<file path="src/sv/pdd_pkg.sv">
package pdd_pkg;

  localparam int unsigned NumDigits = 3;
  localparam int unsigned LevelW    = 7;
  localparam int unsigned PeriodW   = 10;
  localparam int unsigned IntervalW = 8;
  localparam int unsigned HighW     = 9;
  localparam int unsigned SegW      = 8;
  localparam int unsigned CfgDataW  = 10;

  // Top of the power range in percent.
  localparam logic [LevelW-1:0] MaxLevel = 7'd100;

  localparam logic [PeriodW-1:0]   PeriodReset   = 10'd257;
  localparam logic [IntervalW-1:0] IntervalReset = 8'd255;

  // Active-low digit enables: bit0 hundreds, bit1 tens, bit2 units.
  localparam logic [NumDigits-1:0] SelOff      = 3'b111;
  localparam logic [NumDigits-1:0] SelHundreds = 3'b110;
  localparam logic [NumDigits-1:0] SelTens     = 3'b101;
  localparam logic [NumDigits-1:0] SelUnits    = 3'b011;

  typedef enum logic {
    ActScan = 1'b0,
    ActTick = 1'b1
  } action_e;

  typedef enum logic [1:0] {
    KeyNone = 2'd0,
    KeyUp   = 2'd1,
    KeyDown = 2'd2
  } key_e;

  typedef enum logic {
    CfgPwmPeriod      = 1'b0,
    CfgRepeatInterval = 1'b1
  } cfg_idx_e;

  typedef struct packed {
    action_e action;
    logic    up;
    logic    down;
  } item_t;

  function automatic logic [SegW-1:0] seg_code(input logic [3:0] digit);
    logic [SegW-1:0] code;
    unique case (digit)
      4'd0:    code = 8'h3f;
      4'd1:    code = 8'h06;
      4'd2:    code = 8'h5b;
      4'd3:    code = 8'h4f;
      4'd4:    code = 8'h66;
      4'd5:    code = 8'h6d;
      4'd6:    code = 8'h7d;
      4'd7:    code = 8'h07;
      4'd8:    code = 8'h7f;
      4'd9:    code = 8'h6f;
      default: code = 8'h00;
    endcase
    return code;
  endfunction

endpackage

</file>
<file path="src/sv/pdd_keys.sv">
module pdd_keys (
  input  logic                            clk_i,
  input  logic                            rst_ni,
  input  logic                            step_i,
  input  pdd_pkg::item_t                  item_i,
  input  logic [pdd_pkg::IntervalW-1:0]   repeat_interval_i,
  output logic [pdd_pkg::LevelW-1:0]      level_o,
  output logic [pdd_pkg::LevelW-1:0]      level_next_o
);

  pdd_pkg::key_e                   active_q, want;
  logic [pdd_pkg::IntervalW-1:0]   count_q, count_d, base, limit, count_inc;
  logic [pdd_pkg::LevelW-1:0]      level_q, level_d;
  logic                            scan;

  assign scan = step_i && (item_i.action == pdd_pkg::ActScan);

  always_comb begin
    // A key that is already active keeps priority while it stays held.
    priority if (active_q == pdd_pkg::KeyUp && item_i.up) begin
      want = pdd_pkg::KeyUp;
    end else if (active_q == pdd_pkg::KeyDown && item_i.down) begin
      want = pdd_pkg::KeyDown;
    end else if (item_i.up) begin
      want = pdd_pkg::KeyUp;
    end else if (item_i.down) begin
      want = pdd_pkg::KeyDown;
    end else begin
      want = pdd_pkg::KeyNone;
    end

    base      = (want != active_q) ? '0 : count_q;
    limit     = (repeat_interval_i == '0) ? 8'd1 : repeat_interval_i;
    count_inc = base + 8'd1;
    count_d   = base;
    level_d   = level_q;

    if (want != pdd_pkg::KeyNone) begin
      if (count_inc >= limit) begin
        count_d = '0;
        if (want == pdd_pkg::KeyUp) begin
          if (level_q < pdd_pkg::MaxLevel) level_d = level_q + 7'd1;
        end else begin
          if (level_q != '0) level_d = level_q - 7'd1;
        end
      end else begin
        count_d = count_inc;
      end
    end
  end

  always_ff @(posedge clk_i or negedge rst_ni) begin
    if (!rst_ni) begin
      active_q <= pdd_pkg::KeyNone;
      count_q  <= '0;
      level_q  <= '0;
    end else if (scan) begin
      active_q <= want;
      count_q  <= count_d;
      level_q  <= level_d;
    end
  end

  assign level_o      = level_q;
  assign level_next_o = scan ? level_d : level_q;

endmodule

</file>
<file path="src/sv/pdd_display.sv">
module pdd_display (
  input  logic                             clk_i,
  input  logic                             rst_ni,
  input  logic                             step_i,
  input  pdd_pkg::item_t                   item_i,
  input  logic [pdd_pkg::LevelW-1:0]       level_i,
  output logic [pdd_pkg::SegW-1:0]         segments_o,
  output logic [pdd_pkg::NumDigits-1:0]    digit_select_o
);

  typedef enum logic [1:0] {
    PhaseUnits    = 2'd0,
    PhaseTens     = 2'd1,
    PhaseHundreds = 2'd2
  } phase_e;

  phase_e                          phase_q, phase_d;
  logic [pdd_pkg::SegW-1:0]        seg_q, seg_d;
  logic [pdd_pkg::NumDigits-1:0]   sel_q, sel_d;
  logic [14:0]                     tens_prod;
  logic [3:0]                      tens_all, tens_digit, units_digit;
  logic [pdd_pkg::LevelW-1:0]      tens_times10;
  logic                            scan;

  assign scan = step_i && (item_i.action == pdd_pkg::ActScan);

  always_comb begin
    // level / 10 by reciprocal; exact for every level below 128.
    tens_prod    = 15'(level_i) * 15'd205;
    tens_all     = tens_prod[14:11];
    tens_digit   = (tens_all >= 4'd10) ? tens_all - 4'd10 : tens_all;
    tens_times10 = 7'({3'b000, tens_all} * 7'd10);
    units_digit  = 4'(level_i - tens_times10);

    phase_d = (phase_q == PhaseHundreds) ? PhaseUnits : phase_e'(phase_q + 2'd1);

    // Leading digits stay dark; the units digit is always shown.
    priority if (phase_d == PhaseHundreds && level_i >= 7'd100) begin
      seg_d = pdd_pkg::seg_code(4'd1);
      sel_d = pdd_pkg::SelHundreds;
    end else if (phase_d == PhaseTens && level_i >= 7'd10) begin
      seg_d = pdd_pkg::seg_code(tens_digit);
      sel_d = pdd_pkg::SelTens;
    end else if (phase_d == PhaseUnits) begin
      seg_d = pdd_pkg::seg_code(units_digit);
      sel_d = pdd_pkg::SelUnits;
    end else begin
      seg_d = '0;
      sel_d = pdd_pkg::SelOff;
    end
  end

  always_ff @(posedge clk_i or negedge rst_ni) begin
    if (!rst_ni) begin
      phase_q <= PhaseUnits;
      seg_q   <= '0;
      sel_q   <= pdd_pkg::SelOff;
    end else if (scan) begin
      phase_q <= phase_d;
      seg_q   <= seg_d;
      sel_q   <= sel_d;
    end
  end

  assign segments_o     = seg_q;
  assign digit_select_o = sel_q;

endmodule

</file>
<file path="src/sv/pdd_pwm.sv">
module pdd_pwm (
  input  logic                          clk_i,
  input  logic                          rst_ni,
  input  logic                          step_i,
  input  pdd_pkg::item_t                item_i,
  input  logic [pdd_pkg::PeriodW-1:0]   pwm_period_i,
  input  logic [pdd_pkg::LevelW-1:0]    level_i,
  output logic                          pwm_o
);

  logic [pdd_pkg::PeriodW-1:0]   pc_q, pc_d, per;
  logic [pdd_pkg::PeriodW:0]     pc_inc;
  logic [pdd_pkg::HighW-1:0]     hr_q, hr_d, hr_cur, duty;
  logic [14:0]                   scaled;
  logic [27:0]                   quot_prod;
  logic                          pwm_q, pwm_d;
  logic                          tick;

  assign tick = step_i && (item_i.action == pdd_pkg::ActTick);

  always_comb begin
    // level * 255 / 100 + 1; the divide is a multiply by 2^19/100.
    scaled    = {level_i, 8'h00} - 15'(level_i);
    quot_prod = 28'(scaled) * 28'd5243;
    duty      = quot_prod[27:19] + 9'd1;

    per    = (pwm_period_i == '0) ? 10'd1 : pwm_period_i;
    hr_cur = (pc_q == '0) ? duty : hr_q;

    if (hr_cur != '0) begin
      pwm_d = 1'b1;
      hr_d  = hr_cur - 9'd1;
    end else begin
      pwm_d = 1'b0;
      hr_d  = hr_cur;
    end

    pc_inc = {1'b0, pc_q} + 11'd1;
    pc_d   = (pc_inc >= {1'b0, per}) ? '0 : pc_inc[pdd_pkg::PeriodW-1:0];
  end

  always_ff @(posedge clk_i or negedge rst_ni) begin
    if (!rst_ni) begin
      pc_q  <= '0;
      hr_q  <= '0;
      pwm_q <= 1'b0;
    end else if (tick) begin
      pc_q  <= pc_d;
      hr_q  <= hr_d;
      pwm_q <= pwm_d;
    end
  end

  assign pwm_o = pwm_q;

endmodule

</file>
<file path="src/sv/pwm_dimmer_with_digit_display.sv">
// PWM dimmer with a three-digit multiplexed 7-segment readout.
// Input stream: each transfer is one item. tuser carries the action (0 = display
// scan that also samples the keys, 1 = PWM timer tick); tdata carries the up key
// in bit 0 and the down key in bit 1. Output stream: one transfer per input item
// with the latched segments, digit enables, PWM level and current power level.
// Configuration: cfg_we_i writes cfg_data_i into the register chosen by
// cfg_index_i (0 = PWM period, 1 = repeat interval) at the clock edge; write
// only while no item is in flight.
// An item sits in the input register while its state update is computed, and
// lands in the state/result registers when it advances, which sets result valid.
// Throughput is one item per cycle while the receiver does not stall; all state
// updates of an item are computed between the input and state/result registers.
// Reset clears the level, key repeat, scan phase and PWM counters, blanks the
// display (all digits off) and drives the PWM output low.
// When the receiver stalls, the result holds and the input register still takes
// one more item; after that tready drops until the result is taken.
module pwm_dimmer_with_digit_display (
  input  logic                           clk_i,
  input  logic                           rst_ni,
  input  logic                           s_axis_tvalid,
  output logic                           s_axis_tready,
  input  logic [7:0]                     s_axis_tdata,  // key_up_held, key_down_held
  input  logic                           s_axis_tuser,  // action
  output logic                           m_axis_tvalid,
  input  logic                           m_axis_tready,
  // segments[7:0], digit_select[10:8], pwm_out[11], power_level[18:12]
  output logic [23:0]                    m_axis_tdata,
  input  logic                           cfg_we_i,
  input  logic                           cfg_index_i,
  input  logic [pdd_pkg::CfgDataW-1:0]   cfg_data_i
);

  logic                            in_valid_q, out_valid_q, advance;
  pdd_pkg::item_t                  in_item_q;
  logic [pdd_pkg::PeriodW-1:0]     period_q;
  logic [pdd_pkg::IntervalW-1:0]   interval_q;
  logic [pdd_pkg::LevelW-1:0]      level, level_next;
  logic [pdd_pkg::SegW-1:0]        segments;
  logic [pdd_pkg::NumDigits-1:0]   digit_select;
  logic                            pwm;

  assign advance       = in_valid_q && (!out_valid_q || m_axis_tready);
  assign s_axis_tready = !in_valid_q || advance;

  always_ff @(posedge clk_i or negedge rst_ni) begin
    if (!rst_ni) begin
      in_valid_q  <= 1'b0;
      out_valid_q <= 1'b0;
    end else begin
      if (s_axis_tready) in_valid_q <= s_axis_tvalid;
      if (advance) begin
        out_valid_q <= 1'b1;
      end else if (m_axis_tready) begin
        out_valid_q <= 1'b0;
      end
    end
  end

  always_ff @(posedge clk_i) begin
    if (s_axis_tready) begin
      in_item_q <= '{action: pdd_pkg::action_e'(s_axis_tuser),
                     up:     s_axis_tdata[0],
                     down:   s_axis_tdata[1]};
    end
  end

  always_ff @(posedge clk_i or negedge rst_ni) begin
    if (!rst_ni) begin
      period_q   <= pdd_pkg::PeriodReset;
      interval_q <= pdd_pkg::IntervalReset;
    end else if (cfg_we_i) begin
      unique case (pdd_pkg::cfg_idx_e'(cfg_index_i))
        pdd_pkg::CfgPwmPeriod:      period_q   <= cfg_data_i;
        pdd_pkg::CfgRepeatInterval: interval_q <= cfg_data_i[pdd_pkg::IntervalW-1:0];
      endcase
    end
  end

  pdd_keys u_keys (
    .clk_i             (clk_i),
    .rst_ni            (rst_ni),
    .step_i            (advance),
    .item_i            (in_item_q),
    .repeat_interval_i (interval_q),
    .level_o           (level),
    .level_next_o      (level_next)
  );

  // The display shows the level from before this item's key update.
  pdd_display u_display (
    .clk_i          (clk_i),
    .rst_ni         (rst_ni),
    .step_i         (advance),
    .item_i         (in_item_q),
    .level_i        (level),
    .segments_o     (segments),
    .digit_select_o (digit_select)
  );

  pdd_pwm u_pwm (
    .clk_i        (clk_i),
    .rst_ni       (rst_ni),
    .step_i       (advance),
    .item_i       (in_item_q),
    .pwm_period_i (period_q),
    .level_i      (level),
    .pwm_o        (pwm)
  );

  assign m_axis_tvalid = out_valid_q;
  assign m_axis_tdata  = {5'b00000, level, pwm, digit_select, segments};

  a_one_digit_lit: assert property (@(posedge clk_i) disable iff (!rst_ni)
    $onehot0(~digit_select))
    else $error("more than one digit enabled");

  a_blank_dark: assert property (@(posedge clk_i) disable iff (!rst_ni)
    (digit_select == pdd_pkg::SelOff) |-> (segments == '0))
    else $error("segments lit while all digits are off");

  a_level_range: assert property (@(posedge clk_i) disable iff (!rst_ni)
    (level <= pdd_pkg::MaxLevel) && (level_next <= pdd_pkg::MaxLevel))
    else $error("power level above maximum");

  a_scan_keeps_pwm: assert property (@(posedge clk_i) disable iff (!rst_ni)
    (advance && in_item_q.action == pdd_pkg::ActScan) |=> $stable(pwm))
    else $error("scan item changed the PWM output");

  a_tick_keeps_level: assert property (@(posedge clk_i) disable iff (!rst_ni)
    (advance && in_item_q.action == pdd_pkg::ActTick) |=> $stable(level))
    else $error("tick item changed the power level");

endmodule
</file>
<file path="config.mk">
export PLATFORM = sky130hd
export DESIGN_NAME = pwm_dimmer_with_digit_display
export DESIGN_NICKNAME = d
export VERILOG_FILES = /design/src/sv/pdd_pkg.sv /design/src/sv/pdd_keys.sv /design/src/sv/pdd_display.sv /design/src/sv/pdd_pwm.sv /design/src/sv/pwm_dimmer_with_digit_display.sv
export SDC_FILE = /design/constraint.sdc
export NUM_CORES = 1
export LEC_CHECK = 0
export ABC_AREA = 1
export ABC_CLOCK_PERIOD_IN_PS = 12700
export BUFFER_PORTS_ARGS = -buffer_cell sky130_fd_sc_hd__buf_2
export CAP_MARGIN = 10
export CORE_MARGIN = 2
export CORE_UTILIZATION = 60
export CTS_CLUSTER_DIAMETER = 100
export DETAILED_ROUTE_END_ITERATION = 16
export MAX_ROUTING_LAYER = met4
export PLACE_DENSITY = 0.78
export SLEW_MARGIN = 0
export SYNTH_ARGS = -nofsm -noshare
export SYNTH_HDL_FRONTEND = slang
export SYNTH_SLANG_ARGS = --single-unit
</file>
<file path="constraint.sdc">
create_clock -name clk_i -period 12.7 [get_ports clk_i]
set_clock_uncertainty 0.1 [all_clocks]
set_input_delay 1.27 -clock clk_i [delete_from_list [all_inputs] [get_ports clk_i]]
set_output_delay 1.27 -clock clk_i [all_outputs]
set_load 0.05 [all_outputs]
</file>
==> flow_summary.json, run 1 <==
{
  "gp_congestion": 0.935,
  "max_freq_mhz": 120,
  "cp_common_cell": "inv_1",
  "grt_start_max_net_pins": 70,
  "routed_wl_mm": 22.2,
  "clock_path_buffers": 2,
  "hp-class": "reg2reg",
  "core_um2": 17400,
  "worstSetupEndpointType": "register",
  "crit_start": "u_keys.level_o[0]",
  "r2r_slack_ps": 4380,
  "num_rows": 48,
  "insertion_delay_ps": 330,
  "post-route-util_pct": 65.6,
  "use_met2_pct": 45.6,
  "first_pass_iters": 5,
  "syn2layout_area_growth_pct": 6.84,
  "start_util_pct": 61.4,
  "via_per_inst": 5.18,
  "finalCritPeriodShare_pct": 65.5,
  "numCtsBuffers": 9,
  "die_h_um": 137,
  "antenna_found_initial": 0,
  "fill_cells": 1506,
  "worst_pin_slew_ps": 1140,
  "seq_area_frac_synth_pct": 17.2,
  "dpl.hpwl_mm": 18.6,
  "cts.htree.levels": 3,
  "tns_ps": 0,
  "cts-resized-gates": 0,
  "cp_max_fo": 17,
  "antennaDiodeCount": 0,
  "cp-start-kind": "register",
  "finalHoldViolations": 0,
  "met1_usage_pct": 34.0,
  "cts-root-buf": "clkbuf_16",
  "synth.avg_cell_area_um2": 7.61,
  "r2r_end": "u_pwm.hr_q[0]",
  "r2r-start": "u_keys.level_o[0]",
  "max_stage_delay_ps": 860,
  "die_width_um": 137,
  "postCtsHoldBufs": 0,
  "crit_arrival_ps": 8480,
  "rsz0062_at_grt": "false",
  "grt_pass1_wl_mm": 39.5,
  "syn_inst": 1401,
  "maxSlewViolCount": 0,
  "drc_errors": 0,
  "port_buffers": 38,
  "status": "completed",
  "antenna_left": 0,
  "slew-limit-headroom_pct": 23.6,
  "nets": 1729,
  "cap_violations": 0,
  "required_ps": 12860,
  "overflow": 0,
  "grt_pass1_vias": 8723,
  "drtIter0Drc": 469,
  "synth_cell_types": 52,
  "wire_per_inst_um": 13.3,
  "via_count": 8647,
  "netlist_area_um2": 10700,
  "io_pins": 51,
  "track_usage_pct": 26.6,
  "yosys_warnings": 0,
  "ys.flop_type": "dfrtp_1",
  "synthArstFlopShare_pct": 95.8,
  "synth_edf_count": 3,
  "grt_busiest_layer": "met2",
  "r2r_cells": 35,
  "synth.ff_latch_count": 72,
  "worst_path_max_delay_cell": "dfrtp_1",
  "clock-sinks": 72,
  "worst-setup-path-type": "reg2reg",
  "tritoncts": "yes",
  "setup-violations-final": 0,
  "clkSlewWorstSetupHoldPaths_ps": 60,
  "finalCriticalPeriod_ps": 8320,
  "grt_use_met3_pct": 3.64,
  "cts_setup_buffers": 0,
  "final_layout_size_suffix_gt1_share_pct": 8.45,
  "die-area_um2": 18800,
  "critPathCapture": "u_pwm.hr_q[0]"
}
[cells by family after synthesis]
family	Yosys count	synth area share, %
muxes	1	0.0939
buffers and inverters	341	12.3
DFF	72	17.2
xor gates and xnor gates	44	3.62
AOI/OAI and AO/OA	160	8.50
adders and majority gates	265	36.4
other	1	0.0352
and+or+nand+nor	517	21.9
[registers in the layout (all words and copies together), names as in the netlist, 7 cells and up]
signal / count
u_keys.level_o: 7
u_keys.count_q: 8
u_pwm.hr_q: 9
interval_q: 8
u_display.segments_o: 7
period_q: 10
u_pwm.pc_q: 10
[worst min-delay path by stage]
stage	start	to	slack, ps	cells past startpoint
global placement	u_pwm.hr_q[2]	u_pwm.hr_q[2]	360	2
CTS	u_display.digit_select_o[0]	u_display.digit_select_o[0]	380	2
detailed placement	u_display.digit_select_o[0]	u_display.digit_select_o[0]	360	2
floorplan	u_pwm.hr_q[1]	u_pwm.hr_q[1]	350	2
finish	u_pwm.pwm_o	u_pwm.pwm_o	370	2
global route	u_pwm.hr_q[7]	u_pwm.hr_q[7]	410	2
[cell usage in the layout (no fill, tap or decap), types with 3 or more instances in the layout]
master,instances
inv_1,317
buf_2,38
xnor2_1,9
dfrtp_1,56
ha_1,190
nand4_1,15
nand3b_1,7
a21oi_1,56
buf_4,3
clkinv_1,3
dfstp_2,13
edfxtp_1,3
nand3_1,59
or2_2,4
nor3_1,10
nor2_1,58
nor2_2,9
o22ai_1,8
o21ai_1,4
nand2_2,16
o21bai_1,8
nor4_1,5
fa_1,75
nand3_2,9
a22oi_1,6
nor2_4,3
nand2_1,315
conb_1,6
clkbuf_16,9
o21ai_0,59
xor2_1,35
[layer usage]
| layer | share of wire, % | wire (µm) |
|---|---|---|
| met1 | 46 | 10200 |
| met5 | 0 | 0 |
| met3 | 3.8 | 850 |
| met4 | 1.3 | 299 |
| met2 | 49 | 10900 |
[synth_stat cells, types with 2 or more instances]
library cell | count | share of area [%]
a211oi_1 | 2 | 0.14
a21oi_1 | 56 | 2.6
a22oi_1 | 6 | 0.42
a31oi_1 | 2 | 0.12
buf_2 | 3 | 0.14
buf_4 | 7 | 0.49
clkbuf_1 | 9 | 0.32
clkinv_1 | 3 | 0.11
dfrtp_1 | 56 | 13
dfstp_2 | 13 | 3.2
edfxtp_1 | 3 | 0.85
fa_1 | 75 | 14
ha_1 | 190 | 22
inv_1 | 317 | 11
inv_2 | 2 | 0.070
nand2_1 | 315 | 11
nand2_2 | 16 | 0.94
nand3_1 | 59 | 2.8
nand3_2 | 9 | 0.85
nand3_4 | 2 | 0.33
nand3b_1 | 7 | 0.49
nand4_1 | 15 | 0.88
nor2_1 | 59 | 2.1
nor2_2 | 8 | 0.47
nor2_4 | 3 | 0.32
nor3_1 | 10 | 0.47
nor3_2 | 2 | 0.19
nor4_1 | 5 | 0.29
o2111ai_1 | 2 | 0.16
o211ai_1 | 2 | 0.14
o21ai_0 | 59 | 2.8
o21ai_1 | 4 | 0.19
o21ai_2 | 2 | 0.16
o21bai_1 | 8 | 0.56
o22ai_1 | 8 | 0.47
or2_2 | 4 | 0.23
xnor2_1 | 9 | 0.74
xor2_1 | 35 | 2.9
[critical path, delay by kind of cell (launching register included)]
family          cells  cell delay [ps]
flops               1              860
fa+ha+maj           9             3570
compound gates      2              390
buf+inv             8             1060
simple gates       14             1610
mux                 1              220
xor+xnor            1              440
[through the flow]
stage	setup WS (ps)	hold WS [ps]	instance area, µm²	cells
finish	4380	374	11400	1669
floorplan	5020	349	10700	1406
global placement	4520	363	11100	1653
detailed placement	4370	362	11100	1653
CTS	4360	378	11400	1669
global route	3640	405	11400	1669
[cell type report]
cell class / instances / area (µm²) / area share [%]
multi-input combinational: 993 / 7540 / 66.2
sequential: 72 / 1830 / 16.1
inverter: 322 / 1210 / 10.6
tap: 225 / 282 / 2.47
clock buffer: 11 / 233 / 2.04
timing repair buffer: 41 / 213 / 1.87
clock inverter: 5 / 82.6 / 0.725
Power of run 1 is not shown: default switching activity piles up to over one toggle a cycle in this logic, so the estimate is an artifact.
==> run 2: changes to the inputs <==
Settings changed: ABC_AREA 1 to 0, ABC_CLOCK_PERIOD_IN_PS 12700 to 7600, CORE_UTILIZATION 60 to 58, PLACE_DENSITY 0.78 to 0.79.
Clock period 12.7 ns to 7.6 ns, I/O delays scaled along.
==> flow_summary.json, run 2 <==
{
  "status": "completed",
  "antennaDiodeCount": 0,
  "synthTopCellsByArea": "ha_1 (24%), fa_1 (15%), dfrtp_1 (14%)",
  "worst_pin_slew_ps": 1040,
  "die_h_um": 136,
  "met1_usage_pct": 33.0,
  "stdcell_count": 1415,
  "min_from": "u_pwm.pwm_o",
  "r2r_cells": 30,
  "numCtsBuffers": 9,
  "track_usage_pct": 24.8,
  "timing.hold.ws_ps": 368,
  "worst_path_max_delay_cell": "fa_1",
  "via_count": 7950,
  "setup-violations-final": 0,
  "r2r-start": "u_keys.level_o[0]",
  "tritoncts": "yes",
  "clock-sinks": 72,
  "required_ps": 7760,
  "clock_path_buffers": 2,
  "dpl.hpwl_mm": 17.0,
  "yosys_warnings": 0,
  "insertion_delay_ps": 330,
  "wire_per_inst_um": 15.7,
  "cp_max_fo": 11,
  "clkSlewWorstSetupHoldPaths_ps": 60,
  "worstSetupEndpointType": "register",
  "synth_cell_types": 80,
  "tns_ps": 0,
  "ys.flop_type": "dfrtp_1",
  "port_buffers": 38,
  "hold-path-endpoint": "u_pwm.pwm_o",
  "postCtsHoldBufs": 0,
  "grt_use_met3_pct": 2.05,
  "grt_busiest_layer": "met2",
  "syn2layout_area_growth_pct": 14.1,
  "post-synth-top-count-cell": "inv_1",
  "drtIter0Drc": 407,
  "via_per_inst": 5.62,
  "finalHoldViolations": 0,
  "grt_pass1_wl_mm": 36.3,
  "core_um2": 17200,
  "synth_edf_count": 3,
  "max_freq_mhz": 135,
  "io_pins": 51,
  "grt_start_max_net_pins": 70,
  "antenna_found_initial": 0,
  "worst-setup-path-type": "reg2reg",
  "netlist_area_um2": 10100,
  "use_met2_pct": 41.4,
  "max_stage_delay_ps": 570,
  "die-area_um2": 18500,
  "num_rows": 48,
  "maxSlewViolCount": 0,
  "antenna_left": 0,
  "syn_inst": 1111,
  "final_cell_mix": "inv_1 (188), ha_1 (175), nand2_1 (96), fa_1 (75), dfrtp_1 (49)",
  "start_util_pct": 58.8,
  "synth.avg_cell_area_um2": 9.09,
  "synth.top_cells.by_count": "inv_1 (195), ha_1 (190), nand2_1 (99)",
  "finalCritPeriodShare_pct": 97.4,
  "cap_violations": 0,
  "hp-class": "reg2reg",
  "grt_pass1_vias": 7879,
  "yosys.area.top_type_share_pct": 23.5,
  "routed_wl_mm": 22.2,
  "finalCriticalPeriod_ps": 7400,
  "r2r_end": "u_pwm.hr_q[1]",
  "drc_errors": 0,
  "overflow": 0,
  "yosysTopAreaCell": "ha_1",
  "slew-limit-headroom_pct": 29.6,
  "synthArstFlopShare_pct": 95.8,
  "final_layout_size_suffix_gt1_share_pct": 18.5,
  "first_pass_iters": 5,
  "cp-start-kind": "register",
  "cts-root-buf": "clkbuf_16",
  "die_width_um": 136,
  "final_common_cell": "inv_1",
  "seq_area_frac_synth_pct": 18.2,
  "crit_arrival_ps": 7570,
  "holdPathStages": 2,
  "gp_congestion": 0.913,
  "nets": 1475,
  "dpl.cell_count": 1385,
  "synth.ff_latch_count": 72,
  "r2r_slack_ps": 200,
  "reg.largest.list": "period_q (10), u_pwm.pc_q (10), u_pwm.hr_q (9)",
  "cts.htree.levels": 3
}
[run 2: metrics by stage]
| stage | cell area [µm²] | setup slack [ps] | utilization [%] |
|---|---|---|---|
| after floorplan | 10200 | 12.7 | - |
| after global placement | 10800 | 103 | 62.6 |
| after detailed placement | 10800 | -58.1 | 62.6 |
| after CTS | 11100 | 34.2 | 64.5 |
| after global routing | 11500 | -148 | 67.1 |
| final | 11500 | 197 | 67.1 |
[run 2: critical path, delay by kind of cell (launching register included)]
kind | cells | cell delay, ps
adder cells (fa/ha/maj) | 8 | 3090
AND/OR/NAND/NOR | 10 | 1890
AO/OA/AOI/OAI | 4 | 760
buffers and inverters | 6 | 550
flip-flops | 1 | 480
multiplexers | 1 | 310
XOR/XNOR | 1 | 140
[run 2: cell type report]
type,instances,area [µm²]
clock buffer,10,229
clock inverter,6,67.6
fill,1307,5650
inverter,197,744
multi-input combinational,822,7820
sequential,72,1840
tap,225,282
timing repair buffer,83,532
[run 2: logic make-up (layout without fill, tap and decap cells)]
| kind of cell | Yosys count | after routing | synth area share (%) |
|---|---|---|---|
| muxes | 22 | 22 | 2.42 |
| DFF | 72 | 72 | 18.2 |
| buffers and inverters | 222 | 296 | 8.54 |
| and+or+nand+nor | 261 | 261 | 12.8 |
| other | 1 | 6 | 0.0371 |
| adders and majority gates | 265 | 265 | 38.4 |
| xor gates and xnor gates | 60 | 60 | 5.34 |
| AOI/OAI and AO/OA | 208 | 208 | 14.3 |
[run 2: how the worst max path moves through the flow]
stage / from / end / cells after the start
6_report: u_keys.level_o[0] / u_pwm.hr_q[1] / 30
5_1_grt: u_keys.level_o[4] / u_pwm.hr_q[5] / 31
4_1_cts: u_keys.level_o[3] / u_pwm.hr_q[1] / 28
3_5_place_dp: u_keys.level_o[3] / u_pwm.hr_q[5] / 28
3_3_place_gp: u_keys.level_o[0] / u_pwm.hr_q[1] / 29
2_1_floorplan: u_keys.level_o[0] / u_pwm.hr_q[1] / 31
[run 2: routing by layer]
layer / vias to the layer above / share of wire (%) / routed length [µm]
met5: - / 0 / 0
met4: 0 / 1.5 / 337
met3: 31 / 2.8 / 620
met2: 171 / 50 / 11100
met1: 3859 / 46 / 10100
li1: 3889 / - / -
[run 2: timing repair]
item | CTS | global route
gates resized for setup | 3 | 66
endpoints found under the setup margin | 2 | 10
gates cloned | 0 | 0
pin swaps | 0 | 19
buffers inserted | 0 | 14
Power of run 2 is left out for the same reason.
==> run 3: changes to the inputs <==
Settings changed: ABC_CLOCK_PERIOD_IN_PS 7600 to 8440, CORE_UTILIZATION 58 to 60, PLACE_DENSITY 0.79 to 0.78, SYNTH_HIERARCHICAL set to 1.
Clock period 7.6 ns to 8.44 ns, I/O delays scaled along.
==> flow_summary.json, run 3 <==
{
  "synth_cell_types": 110,
  "required_ps": 8580,
  "clock_path_buffers": 2,
  "cp-start-kind": "register",
  "num_rows": 48,
  "worst_path_max_delay_cell": "fa_1",
  "post-synth-top-count-cell": "inv_1",
  "antennaDiodeCount": 0,
  "start_util_pct": 61.4,
  "cp_common_cell": "fa_1",
  "slew-limit-headroom_pct": 20.0,
  "max_freq_mhz": 127,
  "grt_start_max_net_pins": 70,
  "worst_pin_slew_ps": 1190,
  "drtIter0Drc": 566,
  "yosys_warnings": 6,
  "rsz0062_at_grt": "false",
  "netlist_area_um2": 10600,
  "overflow": 0,
  "r2r_cells": 28,
  "synth.avg_cell_area_um2": 9.22,
  "r2r_end": "u_pwm/hr_q[1]",
  "worst-setup-path-type": "reg2reg",
  "synth.ff_latch_count": 72,
  "cts_setup_buffers": 0,
  "via_per_inst": 5.79,
  "seq_area_frac_synth_pct": 17.3,
  "yosys.area.top_type_share_pct": 21.6,
  "hp-class": "reg2reg",
  "grt_pass1_vias": 8131,
  "die-area_um2": 18800,
  "r2r_slack_ps": 560,
  "finalCriticalPeriod_ps": 7880,
  "worstSetupEndpointType": "register",
  "max_stage_delay_ps": 590,
  "reg.largest.list": "period_q (10), u_pwm/pc_q (10), u_pwm/hr_q (9)",
  "antenna_left": 0,
  "cap_violations": 0,
  "via_count": 8197,
  "numCtsBuffers": 9,
  "finalCritPeriodShare_pct": 93.4,
  "cts.htree.levels": 3,
  "clkSlewWorstSetupHoldPaths_ps": 60,
  "nets": 1468,
  "grt_pass1_wl_mm": 37.9,
  "maxSlewViolCount": 0,
  "final_cell_mix": "inv_1 (204), ha_1 (183), nand2_1 (87), fa_1 (74), dfrtp_1 (56)",
  "port_buffers": 38,
  "status": "completed",
  "wire_per_inst_um": 15.9,
  "synth.top_cells.by_count": "inv_1 (204), ha_1 (183), nand2_1 (87)",
  "r2r-start": "u_keys/level_o[2]",
  "die_width_um": 137,
  "syn2layout_area_growth_pct": 6.99,
  "antenna_found_initial": 0,
  "syn_inst": 1152,
  "crit_arrival_ps": 8020,
  "final_layout_size_suffix_gt1_share_pct": 12.3,
  "tritoncts": "yes",
  "first_pass_iters": 7,
  "setup-violations-final": 0,
  "routed_wl_mm": 22.5,
  "final_common_cell": "inv_1",
  "synth_edf_count": 3,
  "synthArstFlopShare_pct": 95.8,
  "cp_max_fo": 10,
  "finalHoldViolations": 0,
  "insertion_delay_ps": 320,
  "min_from": "u_pwm/hr_q[8]",
  "yosysTopAreaCell": "ha_1",
  "synthTopCellsByArea": "ha_1 (22%), fa_1 (14%), dfrtp_1 (13%)",
  "track_usage_pct": 25.6,
  "hold-path-endpoint": "u_pwm/hr_q[8]",
  "die_h_um": 137,
  "gp_congestion": 0.862,
  "io_pins": 51,
  "ys.flop_type": "dfrtp_1",
  "holdPathStages": 1,
  "dpl.hpwl_mm": 17.8,
  "clock-sinks": 72,
  "drc_errors": 0,
  "tns_ps": 0,
  "core_um2": 17300,
  "cts-root-buf": "clkbuf_16"
}
run 3: changes by cell type in the layout (fill, tap and decap cells not counted), moves of 7 or more:
cell	previous run	this run
buf_4	44	12
inv_1	188	204
mux2_4	1	11
nor2_1	40	50
nand2_1	96	87
ha_1	175	183
ha_4	8	0
o21ai_0	39	31
dfrtp_1	49	56
ha_2	7	0
o2111ai_1	0	7
xnor2_2	7	0
run 3: final cells by class:
cell class,count,area (µm²)
Sequential cell,72,1830
Multi-Input combinational cell,848,7860
Clock buffer,10,229
Tap cell,225,282
Clock inverter,6,109
Fill cell,1388,5930
Timing Repair Buffer,50,280
Inverter,205,769
run 3: worst max path at each step:
stage / start / endpoint / slack (ps) / depth (start not counted)
after global routing: u_keys/level_o[2] / u_pwm/hr_q[4] / 90 / 30
after global placement: u_keys/level_o[2] / u_pwm/hr_q[1] / 360 / 28
final: u_keys/level_o[2] / u_pwm/hr_q[1] / 560 / 28
after detailed placement: u_keys/level_o[2] / u_pwm/hr_q[1] / 260 / 28
after CTS: u_keys/level_o[2] / u_pwm/hr_q[1] / 220 / 28
after floorplan: u_keys/level_o[0] / u_pwm/hr_q[1] / 630 / 29
run 3: worst max-delay path, delay by kind of cell, from the launching register on:
kind                     cells  cell delay [ps]
AO/OA/AOI/OAI                6             1360
XOR/XNOR                     1              240
adder cells (fa/ha/maj)      7             3000
buffers and inverters        3              310
flip-flops                   1              500
multiplexers                 1              330
AND/OR/NAND/NOR             10             1920
run 3: what timing repair did:
item / 4_1_cts / 5_1_grt
gates resized for setup: 0 / 4
endpoints found under the setup margin: 0 / 9
hold buffers: 0 / 0
run 3: cells by family after synthesis:
group,after synthesis,share of synthesized area [%]
compound gates,216,15.3
xor+xnor,52,4.76
fa+ha+maj,257,35.5
buf+inv,236,8.99
flops,72,17.3
mux,34,3.85
other cells,2,0.0707
simple gates,283,14.2
run 3: per-layer routing:
layer  share of wire, %  vias up  track usage, %
met4                1.3        0            5.15
met1                 47     3977            34.8
li1                   -     4006               -
met5                  0        -               -
met2                 49      178            42.2
met3                3.4       36            2.41
run 3: stage by stage:
stage / std cells / hold WS, ps / instance area, µm² / setup WS [ps] / util (%)
after detailed placement: 1400 / 374 / 11000 / 260 / 63.7
after CTS: 1416 / 379 / 11300 / 225 / 65.6
final: 1416 / 375 / 11400 / 560 / 65.7
after global placement: 1400 / 348 / 11000 / 356 / 63.7
after global routing: 1416 / 399 / 11400 / 87.0 / 65.7
after floorplan: 1156 / 344 / 10600 / 630 / -
Power of run 3 is left out for the same reason.
